`src/hdl/aemc_pkg.sv`:
```
package aemc_pkg;

  localparam int TABLE_DEPTH = 16;

  localparam int IN_DATA_W  = 224;
  localparam int OUT_DATA_W = 8;

  typedef enum logic {
    MODE_SEARCH = 1'b0,
    MODE_INSERT = 1'b1
  } mode_t;

  typedef enum logic [1:0] {
    VERDICT_NONE  = 2'd0,
    VERDICT_EXACT = 2'd1,
    VERDICT_MAC   = 2'd2,
    VERDICT_IP    = 2'd3
  } verdict_t;

  // One stored ARP header; head packs hardware_type, protocol_type,
  // hardware_size, protocol_size and opcode, hardware_type on top.
  typedef struct packed {
    logic [63:0] head;
    logic [47:0] sender_mac;
    logic [31:0] sender_ip;
    logic [47:0] target_mac;
    logic [31:0] target_ip;
  } entry_t;

  // Search beat walking down the chain of cells.
  typedef struct packed {
    logic     vld;
    logic     hit;
    verdict_t verdict;
  } token_t;

endpackage

```
`src/hdl/arp_entry_match_cache.sv`:
```
// Insert: the entry shifts in at accept; its result passes done_r, then the output register.
// Search: the key beat is registered in inj_r and walks the chain one cell per cycle, and its
//   verdict is captured at the tail. In both modes in_tready is low until the output takes it.
// One item is in flight at a time; a finished result waits in the output register.
// Reset (rst_n low, synchronous) clears every entry valid bit; entry data is not cleared.
module arp_entry_match_cache (
  input  logic                           clk,
  input  logic                           rst_n,
  input  logic                           in_tvalid,
  output logic                           in_tready,
  // hardware_type, protocol_type, hardware_size, protocol_size, opcode,
  // sender_mac, sender_ip, target_mac, target_ip
  input  logic [aemc_pkg::IN_DATA_W-1:0] in_tdata,
  input  logic                           in_tuser,   // mode
  output logic                           out_tvalid,
  input  logic                           out_tready,
  output logic [aemc_pkg::OUT_DATA_W-1:0] out_tdata  // verdict, evicted, zero pad
);
  import aemc_pkg::*;

  entry_t   in_entry;
  logic     in_fire;
  logic     ins_fire;
  logic     srch_fire;
  logic     complete;

  logic     busy_r;
  logic     done_r;
  verdict_t verdict_r;
  logic     evict_r;
  entry_t   key_r;
  token_t   inj_r;
  token_t   inj_nxt;
  logic     out_tvalid_r;
  verdict_t out_verdict_r;
  logic     out_evicted_r;

  entry_t   ent_w [TABLE_DEPTH+1];
  logic     vld_w [TABLE_DEPTH+1];
  token_t   tok_w [TABLE_DEPTH+1];
  logic [TABLE_DEPTH:0] tok_vld;

  assign in_entry.head       = {in_tdata[15:0], in_tdata[31:16], in_tdata[39:32],
                                in_tdata[47:40], in_tdata[63:48]};
  assign in_entry.sender_mac = in_tdata[111:64];
  assign in_entry.sender_ip  = in_tdata[143:112];
  assign in_entry.target_mac = in_tdata[191:144];
  assign in_entry.target_ip  = in_tdata[223:192];

  assign in_tready = !busy_r;
  assign in_fire   = in_tvalid && in_tready;
  assign ins_fire  = in_fire && (in_tuser == MODE_INSERT);
  assign srch_fire = in_fire && (in_tuser == MODE_SEARCH);
  assign complete  = done_r && (!out_tvalid_r || out_tready);

  always_comb begin
    inj_nxt         = '0;
    inj_nxt.vld     = srch_fire;
    inj_nxt.verdict = VERDICT_NONE;
  end

  // chain of cells, cell 0 newest
  assign ent_w[0] = in_entry;
  assign vld_w[0] = 1'b1;
  assign tok_w[0] = inj_r;

  for (genvar g = 0; g < TABLE_DEPTH; g++) begin : g_cell
    aemc_cell u_cell (
      .clk        (clk),
      .rst_n      (rst_n),
      .shift_en   (ins_fire),
      .prev_entry (ent_w[g]),
      .prev_valid (vld_w[g]),
      .key        (key_r),
      .tok_in     (tok_w[g]),
      .entry_out  (ent_w[g+1]),
      .valid_out  (vld_w[g+1]),
      .tok_out    (tok_w[g+1])
    );
  end

  for (genvar g = 0; g <= TABLE_DEPTH; g++) begin : g_tok_vld
    assign tok_vld[g] = tok_w[g].vld;
  end

  always_ff @(posedge clk) begin
    if (srch_fire) begin
      key_r <= in_entry;
    end
  end

  always_ff @(posedge clk) begin
    if (!rst_n) begin
      busy_r        <= 1'b0;
      done_r        <= 1'b0;
      verdict_r     <= VERDICT_NONE;
      evict_r       <= 1'b0;
      inj_r         <= '0;
      out_tvalid_r  <= 1'b0;
      out_verdict_r <= VERDICT_NONE;
      out_evicted_r <= 1'b0;
    end else begin
      inj_r <= inj_nxt;
      if (ins_fire) begin
        busy_r    <= 1'b1;
        done_r    <= 1'b1;
        verdict_r <= VERDICT_NONE;
        evict_r   <= vld_w[TABLE_DEPTH];
      end else if (srch_fire) begin
        busy_r <= 1'b1;
      end else if (tok_w[TABLE_DEPTH].vld) begin
        // capture search outcome as it leaves the tail
        done_r    <= 1'b1;
        verdict_r <= tok_w[TABLE_DEPTH].verdict;
        evict_r   <= 1'b0;
      end else if (complete) begin
        busy_r <= 1'b0;
        done_r <= 1'b0;
      end
      if (complete) begin
        out_tvalid_r  <= 1'b1;
        out_verdict_r <= verdict_r;
        out_evicted_r <= evict_r;
      end else if (out_tready) begin
        out_tvalid_r <= 1'b0;
      end
    end
  end

  assign out_tvalid = out_tvalid_r;
  assign out_tdata  = {{(OUT_DATA_W-3){1'b0}}, out_evicted_r, out_verdict_r};

  a_tok_single: assert property (@(posedge clk) disable iff (!rst_n)
    $onehot0(tok_vld))
    else $error("more than one search beat in the chain");

  a_tok_idle: assert property (@(posedge clk) disable iff (!rst_n)
    !busy_r |-> ($countones(tok_vld) == 0))
    else $error("search beat in the chain while idle");

  a_tok_exit: assert property (@(posedge clk) disable iff (!rst_n)
    tok_w[TABLE_DEPTH].vld |-> (busy_r && !done_r))
    else $error("search beat left the chain outside a search");

  a_ins_head: assert property (@(posedge clk) disable iff (!rst_n)
    ins_fire |=> vld_w[1])
    else $error("insert did not mark the head entry valid");

endmodule

```
`src/hdl/aemc_cell.sv`:
```
module aemc_cell (
  input  logic             clk,
  input  logic             rst_n,
  input  logic             shift_en,
  input  aemc_pkg::entry_t prev_entry,
  input  logic             prev_valid,
  input  aemc_pkg::entry_t key,
  input  aemc_pkg::token_t tok_in,
  output aemc_pkg::entry_t entry_out,
  output logic             valid_out,
  output aemc_pkg::token_t tok_out
);
  import aemc_pkg::*;

  entry_t entry_r;
  logic   valid_r;
  token_t tok_r;
  token_t tok_nxt;

  always_comb begin
    tok_nxt = tok_in;
    // first matching entry along the chain decides
    if (tok_in.vld && !tok_in.hit && valid_r) begin
      if (entry_r == key) begin
        tok_nxt.hit     = 1'b1;
        tok_nxt.verdict = VERDICT_EXACT;
      end else if (entry_r.sender_mac == key.sender_mac) begin
        tok_nxt.hit     = 1'b1;
        tok_nxt.verdict = VERDICT_MAC;
      end else if (entry_r.sender_ip == key.sender_ip) begin
        tok_nxt.hit     = 1'b1;
        tok_nxt.verdict = VERDICT_IP;
      end
    end
  end

  always_ff @(posedge clk) begin
    if (shift_en) begin
      entry_r <= prev_entry;
    end
  end

  always_ff @(posedge clk) begin
    if (!rst_n) begin
      valid_r <= 1'b0;
      tok_r   <= '0;
    end else begin
      if (shift_en) begin
        valid_r <= prev_valid;
      end
      tok_r <= tok_nxt;
    end
  end

  assign entry_out = entry_r;
  assign valid_out = valid_r;
  assign tok_out   = tok_r;

endmodule
```
`config.mk`:
```
export PLATFORM = sky130hd
export DESIGN_NAME = arp_entry_match_cache
export DESIGN_NICKNAME = d
export VERILOG_FILES = /design/src/hdl/aemc_pkg.sv /design/src/hdl/arp_entry_match_cache.sv /design/src/hdl/aemc_cell.sv
export SDC_FILE = /design/constraint.sdc
export NUM_CORES = 2
export LEC_CHECK = 0
export BUFFER_PORTS_ARGS = -buffer_cell sky130_fd_sc_hd__buf_4
export CAP_MARGIN = 10
export CORE_MARGIN = 1
export CORE_UTILIZATION = 55
export DETAILED_ROUTE_END_ITERATION = 12
export PLACE_DENSITY = 0.68
export SYNTH_ARGS = -nofsm -noshare
export SYNTH_HDL_FRONTEND = slang
export SYNTH_SLANG_ARGS = --single-unit
```
`constraint.sdc`:
```
create_clock -name clk -period 244.8 [get_ports clk]
set_input_delay 36.72 -clock clk [delete_from_list [all_inputs] [get_ports clk]]
set_output_delay 36.72 -clock clk [all_outputs]
set_load 0.005 [all_outputs]
```
# After elaboration in Yosys (flattened, before gate mapping)
# Cells that the tools add are included.
word_totals:
  register_bits: 3900
  out_inout_bits: 10
  wordCells: 351
  in_bits: 229
op_classes:
  mux: 76
  eq_ne: 50
  n_bitwise: 3
  reduce_logical: 64
ops:
  columns: ["cell", "n"]
  rows:
  - ["224-bit == test", 16]
  - ["48-bit == test", 16]
  - ["32-bit == test", 16]
  - ["3-bit two-way mux", 60]
  - ["1-bit logical AND", 36]
  - ["1-bit logical NOT", 18]
  - ["1-bit two-way mux", 12]
  - ["2-bit two-way mux", 4]
  - ["2-bit AND reduction", 4]
  - ["3-bit nonzero test", 2]
  - ["2-bit nonzero test", 2]
  - ["3-bit inequality test, second input constant", 1]
  - ["1-bit inverter", 3]
  - ["2-bit by 1-bit inequality test with 1-bit output, second input constant", 1]
  - ["2-bit OR reduction", 1]
  - ["1-bit logical OR", 1]

# Longest topological paths before layout
logic_depth:
  ltp_word: 7
  mapped_depth: 8
  depth_no_buf: 6

# Modules after synthesis
# From an unflattened synthesis, not the netlist that was laid out.
hier_totals:
  cells_unflattened: 8986
  area_unflattened_um2: 157053.1
by_module_without_submodules:
  columns: ["module", "area_per_inst_um2", "instances", "seq_area_each_um2", "cells_per_inst"]
  rows:
  - ["aemc_cell", 9365.2, 16, 6826.5, 544]
  - ["arp_entry_match_cache", 7209.4, 1, 6926.6, 282]

# Worst setup path after synthesis
# Ideal clock, no wire load.
synth_path:
  path_kind: "input to register"
  startpoint: "input in_tvalid"
  endpoint: "register g_cell[0].u_cell.entry_r, in the netlist g_cell[0].u_cell.entry_out[0], enable pin"
  path_buffers: 1
  arrival_ns: 133.527
  required_ns: 239.462
  setup_ns: 5.338
  setup_slack_ns: 105.935
  cell_stages: 4
  path_cell_list: "nor2b_1 > nand2_1 > clkinv_1 > clkbuf_1"
synth_via:
  elab_chain_cells: 2
synth_lines:
  columns: ["element", "line", "source"]
  rows:
  - ["start, declared", "arp_entry_match_cache.sv:9", "input logic in_tvalid,"]
  - ["1-bit logical AND", "arp_entry_match_cache.sv:51", "assign in_fire = in_tvalid && in_tready;"]
  - ["1-bit logical AND", "arp_entry_match_cache.sv:52", "assign ins_fire = in_fire && (in_tuser == MODE_INSERT);"]
  - ["net g_cell[0].u_cell.shift_en", "aemc_cell.sv:4", "input logic shift_en,"]
  - ["end signal, assigned", "aemc_cell.sv:39", "entry_r <= prev_entry;"]
  - ["end, declared", "aemc_cell.sv:15", "entry_t entry_r;"]
# The timed path passes the listed nets, and every way through them passes these cells.
# A chain may end at the register's enable or synchronous reset.

# Worst setup path in the final report
layout_path:
  startpoint: "input in_tvalid"
  endpoint: "register g_cell[4].u_cell.entry_r, in the netlist g_cell[4].u_cell.entry_out[160], enable pin"
layout_via:
  elab_chain_cells: 2
layout_lines:
  columns: ["element", "line"]
  rows:
  - ["1-bit logical AND", "arp_entry_match_cache.sv:51"]
  - ["1-bit logical AND", "arp_entry_match_cache.sv:52"]
  - ["end signal, assigned", "aemc_cell.sv:39"]
  - ["end, declared", "aemc_cell.sv:15"]
# Every way passes these cells.

==> qor.txt <==
Status = finished, final reports clean
Vias = 79,700
Critical Path RT = 245.34 ns
Wire per inst = 27.4 um
Total negative slack = 0 ns
First-pass iteration count of the detailed router = 10
Register area share after synthesis = 0.727
Final nets = 9,994
Hold_sp = g_cell[14].u_cell.entry_out[187]
Slew @ Worst Pin = 1.23 ns
Worst r2r src = busy_r
Root buffer cell = clkbuf_16
Remaining global-route overflow = 0
Cts repair resizes = 0
Mean post-synth cell area = 17.0 sq um
IO Count = 239
EDFF count, synth = 3,808
Hold Fails Final Rpt = 0
Clock-pin transition on the worst setup and hold timing paths = 0.06 ns
First DRT Iteration DRCs = 8,956
Placement Setup Slack = 199.99 ns
Internal = 0.00112 W
Leak = 58.7 nW
DIE WIDTH = 541 um
Top FF cell, synth = edfxtp_1
DP Wirelength = 272,000 um
Post-synthesis cell count = 9,395
Max Clk Rate = 22.7 MHz
Critical Path AT = 44.51 ns
Fraction of layout cells with a size suffix above 1 = 0.100
Initial antenna violation count = 26
Fillers = 20,800
Via/cell ratio = 5.74
Fin crit share = 0.180
Synth unique cells = 40
Final min period = 43.97 ns
# port buffers = 233
Placed insts = 13,100
Cts bufs inserted = 397
Routed WL = 380,000 um
Commonest non-fill, non-tap cells in the layout = edfxtp_1, xor2_1, xnor2_1
Switch share = 0.225
Non-Filler Instances = 13,900
Setup Buffers After CTS = 0
Reg power frac = 0.545
Layout area overhead = 10.9%
Gp weighted congestion = 0.915
Setup crit end kind = flip-flop
Die Span Y = 541 um
Pwr per Cell Area = 8.15 nW/um^2
CP startpoint = in_tvalid
Die area = 293,000 sq um
Peak supply drop = 0.00707 mV
HP Class = reg -> reg
Maxcap violations = 0
Post-CTS Hold Buffers = 0
Unrepaired setup endpoints after global routing = false
Synth Cell Area = 160,000 sq um
Comb pwr share = 0.050
Pins Over Slew Limit = 0
CTS Buffer Depth = 4
Design Power = 0.00144 W
Number of remaining DRC errors = 0
Largest net degree at the start of global routing = 198
Critical Path Fanout Max = 197
YS warnings = 0
TritonCTS clock tree = built
Vias in the first global route = 79,500
CTS H-tree depth = 5
Endpoints failing setup = 0
Async SR Flop Fraction = 0
First-pass GRT wire length = 545,000 um
Final critical-path setup slack = 200.83 ns
Max_slew headroom = 0.170
DRT antenna net count = 0
Critical path class = in -> reg
Yosys reg bits = 3,897
Clk_skew = 0.0563 ns
Most common cell after layout, fill and taps aside = edfxtp_1
Startpoint types = input port
Starting Density = 0.554
# clock sinks = 3,897
GRT Total Usage = 0.257
Clk pwr share = 0.405
Rows = 197
Core ar. = 288,000 sq um
Clock Latency Late Sink = 0.95 ns
Psw = 0.000325 W
final timing paths:
| kind | slack [ns] | cells after the start | to |
|---|---|---|---|
| min | 0.42 | 0 | g_cell[15].u_cell.entry_out[187] |
| min reg2reg | 0.42 | 0 | g_cell[15].u_cell.entry_out[187] |
| max | 200.83 | 12 | g_cell[4].u_cell.entry_out[160] |
| max reg2reg | 236.44 | 11 | g_cell[4].u_cell.entry_out[160] |
area by class of cell:
class,instances,area (sq um),share of cell area
antenna,10,25.0,0.000141
clock buffer,487,10400,0.0590
clock inverter,238,2050,0.0116
inverter,4,22.5,0.000127
multi-input combinational,5033,40400,0.228
sequential,3897,116000,0.656
tap,3781,4730,0.0267
timing repair buffer,432,3330,0.0188
worst max-delay path, cell delays in order:
cell and delay, ns:
buf_4 0.12, nor2b_1 0.23, nand2_1 0.09, buf_4 0.20, inv_8 0.58, buf_12 0.79, buf_4 0.91, buf_4 0.86
buf_4 0.82, buf_12 0.65, buf_4 0.97, buf_4 0.80
power groups by stage:
stage / Combinational [W] / Clock (W) / Sequential, W
floorplan: 0.0000530 / 0 / 0.000930
global placement: 0.0000705 / 0 / 0.000799
detailed placement: 0.0000724 / 0 / 0.000800
CTS: 0.0000729 / 0.000594 / 0.000786
global route: 0.0000780 / 0.000619 / 0.000789
finish: 0.0000726 / 0.000585 / 0.000786
cells in the mapped netlist (all sizes together), types with 2 or more instances:
| cell type | count | area, sq um |
|---|---|---|
| nor4 | 779 | 4950 |
| nand2 | 36 | 135 |
| xor2 | 2800 | 24500 |
| a32oi | 2 | 17.5 |
| nand4 | 373 | 2330 |
| nor2 | 30 | 113 |
| xnor2 | 784 | 6870 |
| a21oi | 47 | 235 |
| or2 | 28 | 175 |
| and2 | 16 | 100 |
| o221a | 15 | 169 |
| nand3b | 14 | 105 |
| clkbuf | 18 | 67.6 |
| o21a | 15 | 113 |
| o21ai | 15 | 75.1 |
| inv | 2 | 7.51 |
| clkinv | 2 | 7.51 |
| nand3 | 29 | 145 |
| nor2b | 3 | 18.8 |
| edfxtp | 3808 | 114000 |
| mux2i | 3 | 30.0 |
| buf | 446 | 3160 |
| dfxtp | 89 | 1780 |
| nor3 | 32 | 160 |
cell families (layout without fill, tap and decap cells):
kind of cell	Yosys count	in the layout	synth area share
DFF	3897	3897	0.727
xor gates and xnor gates	3584	3584	0.197
and+or+nand+nor	1343	1343	0.0517
buffers and inverters	469	1161	0.0203
AOI/OAI and AO/OA	98	98	0.00401
muxes	3	3	0.000188
other	1	15	0.0000235
metal layers:
metal,GRT usage,part of all wire,vias up
met3,0.0379,0.066,560
met2,0.411,0.47,2575
met5,0,0.000097,-
met4,0.0946,0.040,6
li1,-,-,35300
met1,0.360,0.42,41200
registers in the layout (all words and copies together), names as in the netlist:
signal and flops:
out_verdict_r 2, key_r 224, g_cell.u_cell.valid_out 16, inj_r 1
g_cell.u_cell.tok_out 63, out_evicted_r 1, out_tvalid 1, evict_r 1
verdict_r 2, busy_r 1, g_cell.u_cell.entry_out 3584, done_r 1
through the flow:
stage	hold WS [ns]	util	area (sq um)
floorplan	0.430	-	160000
global placement	0.436	0.571	165000
detailed placement	0.440	0.571	165000
CTS	0.406	0.614	177000
global route	0.419	0.614	177000
finish	0.419	0.614	177000
Note: power is estimated with default switching activity, not from simulation.
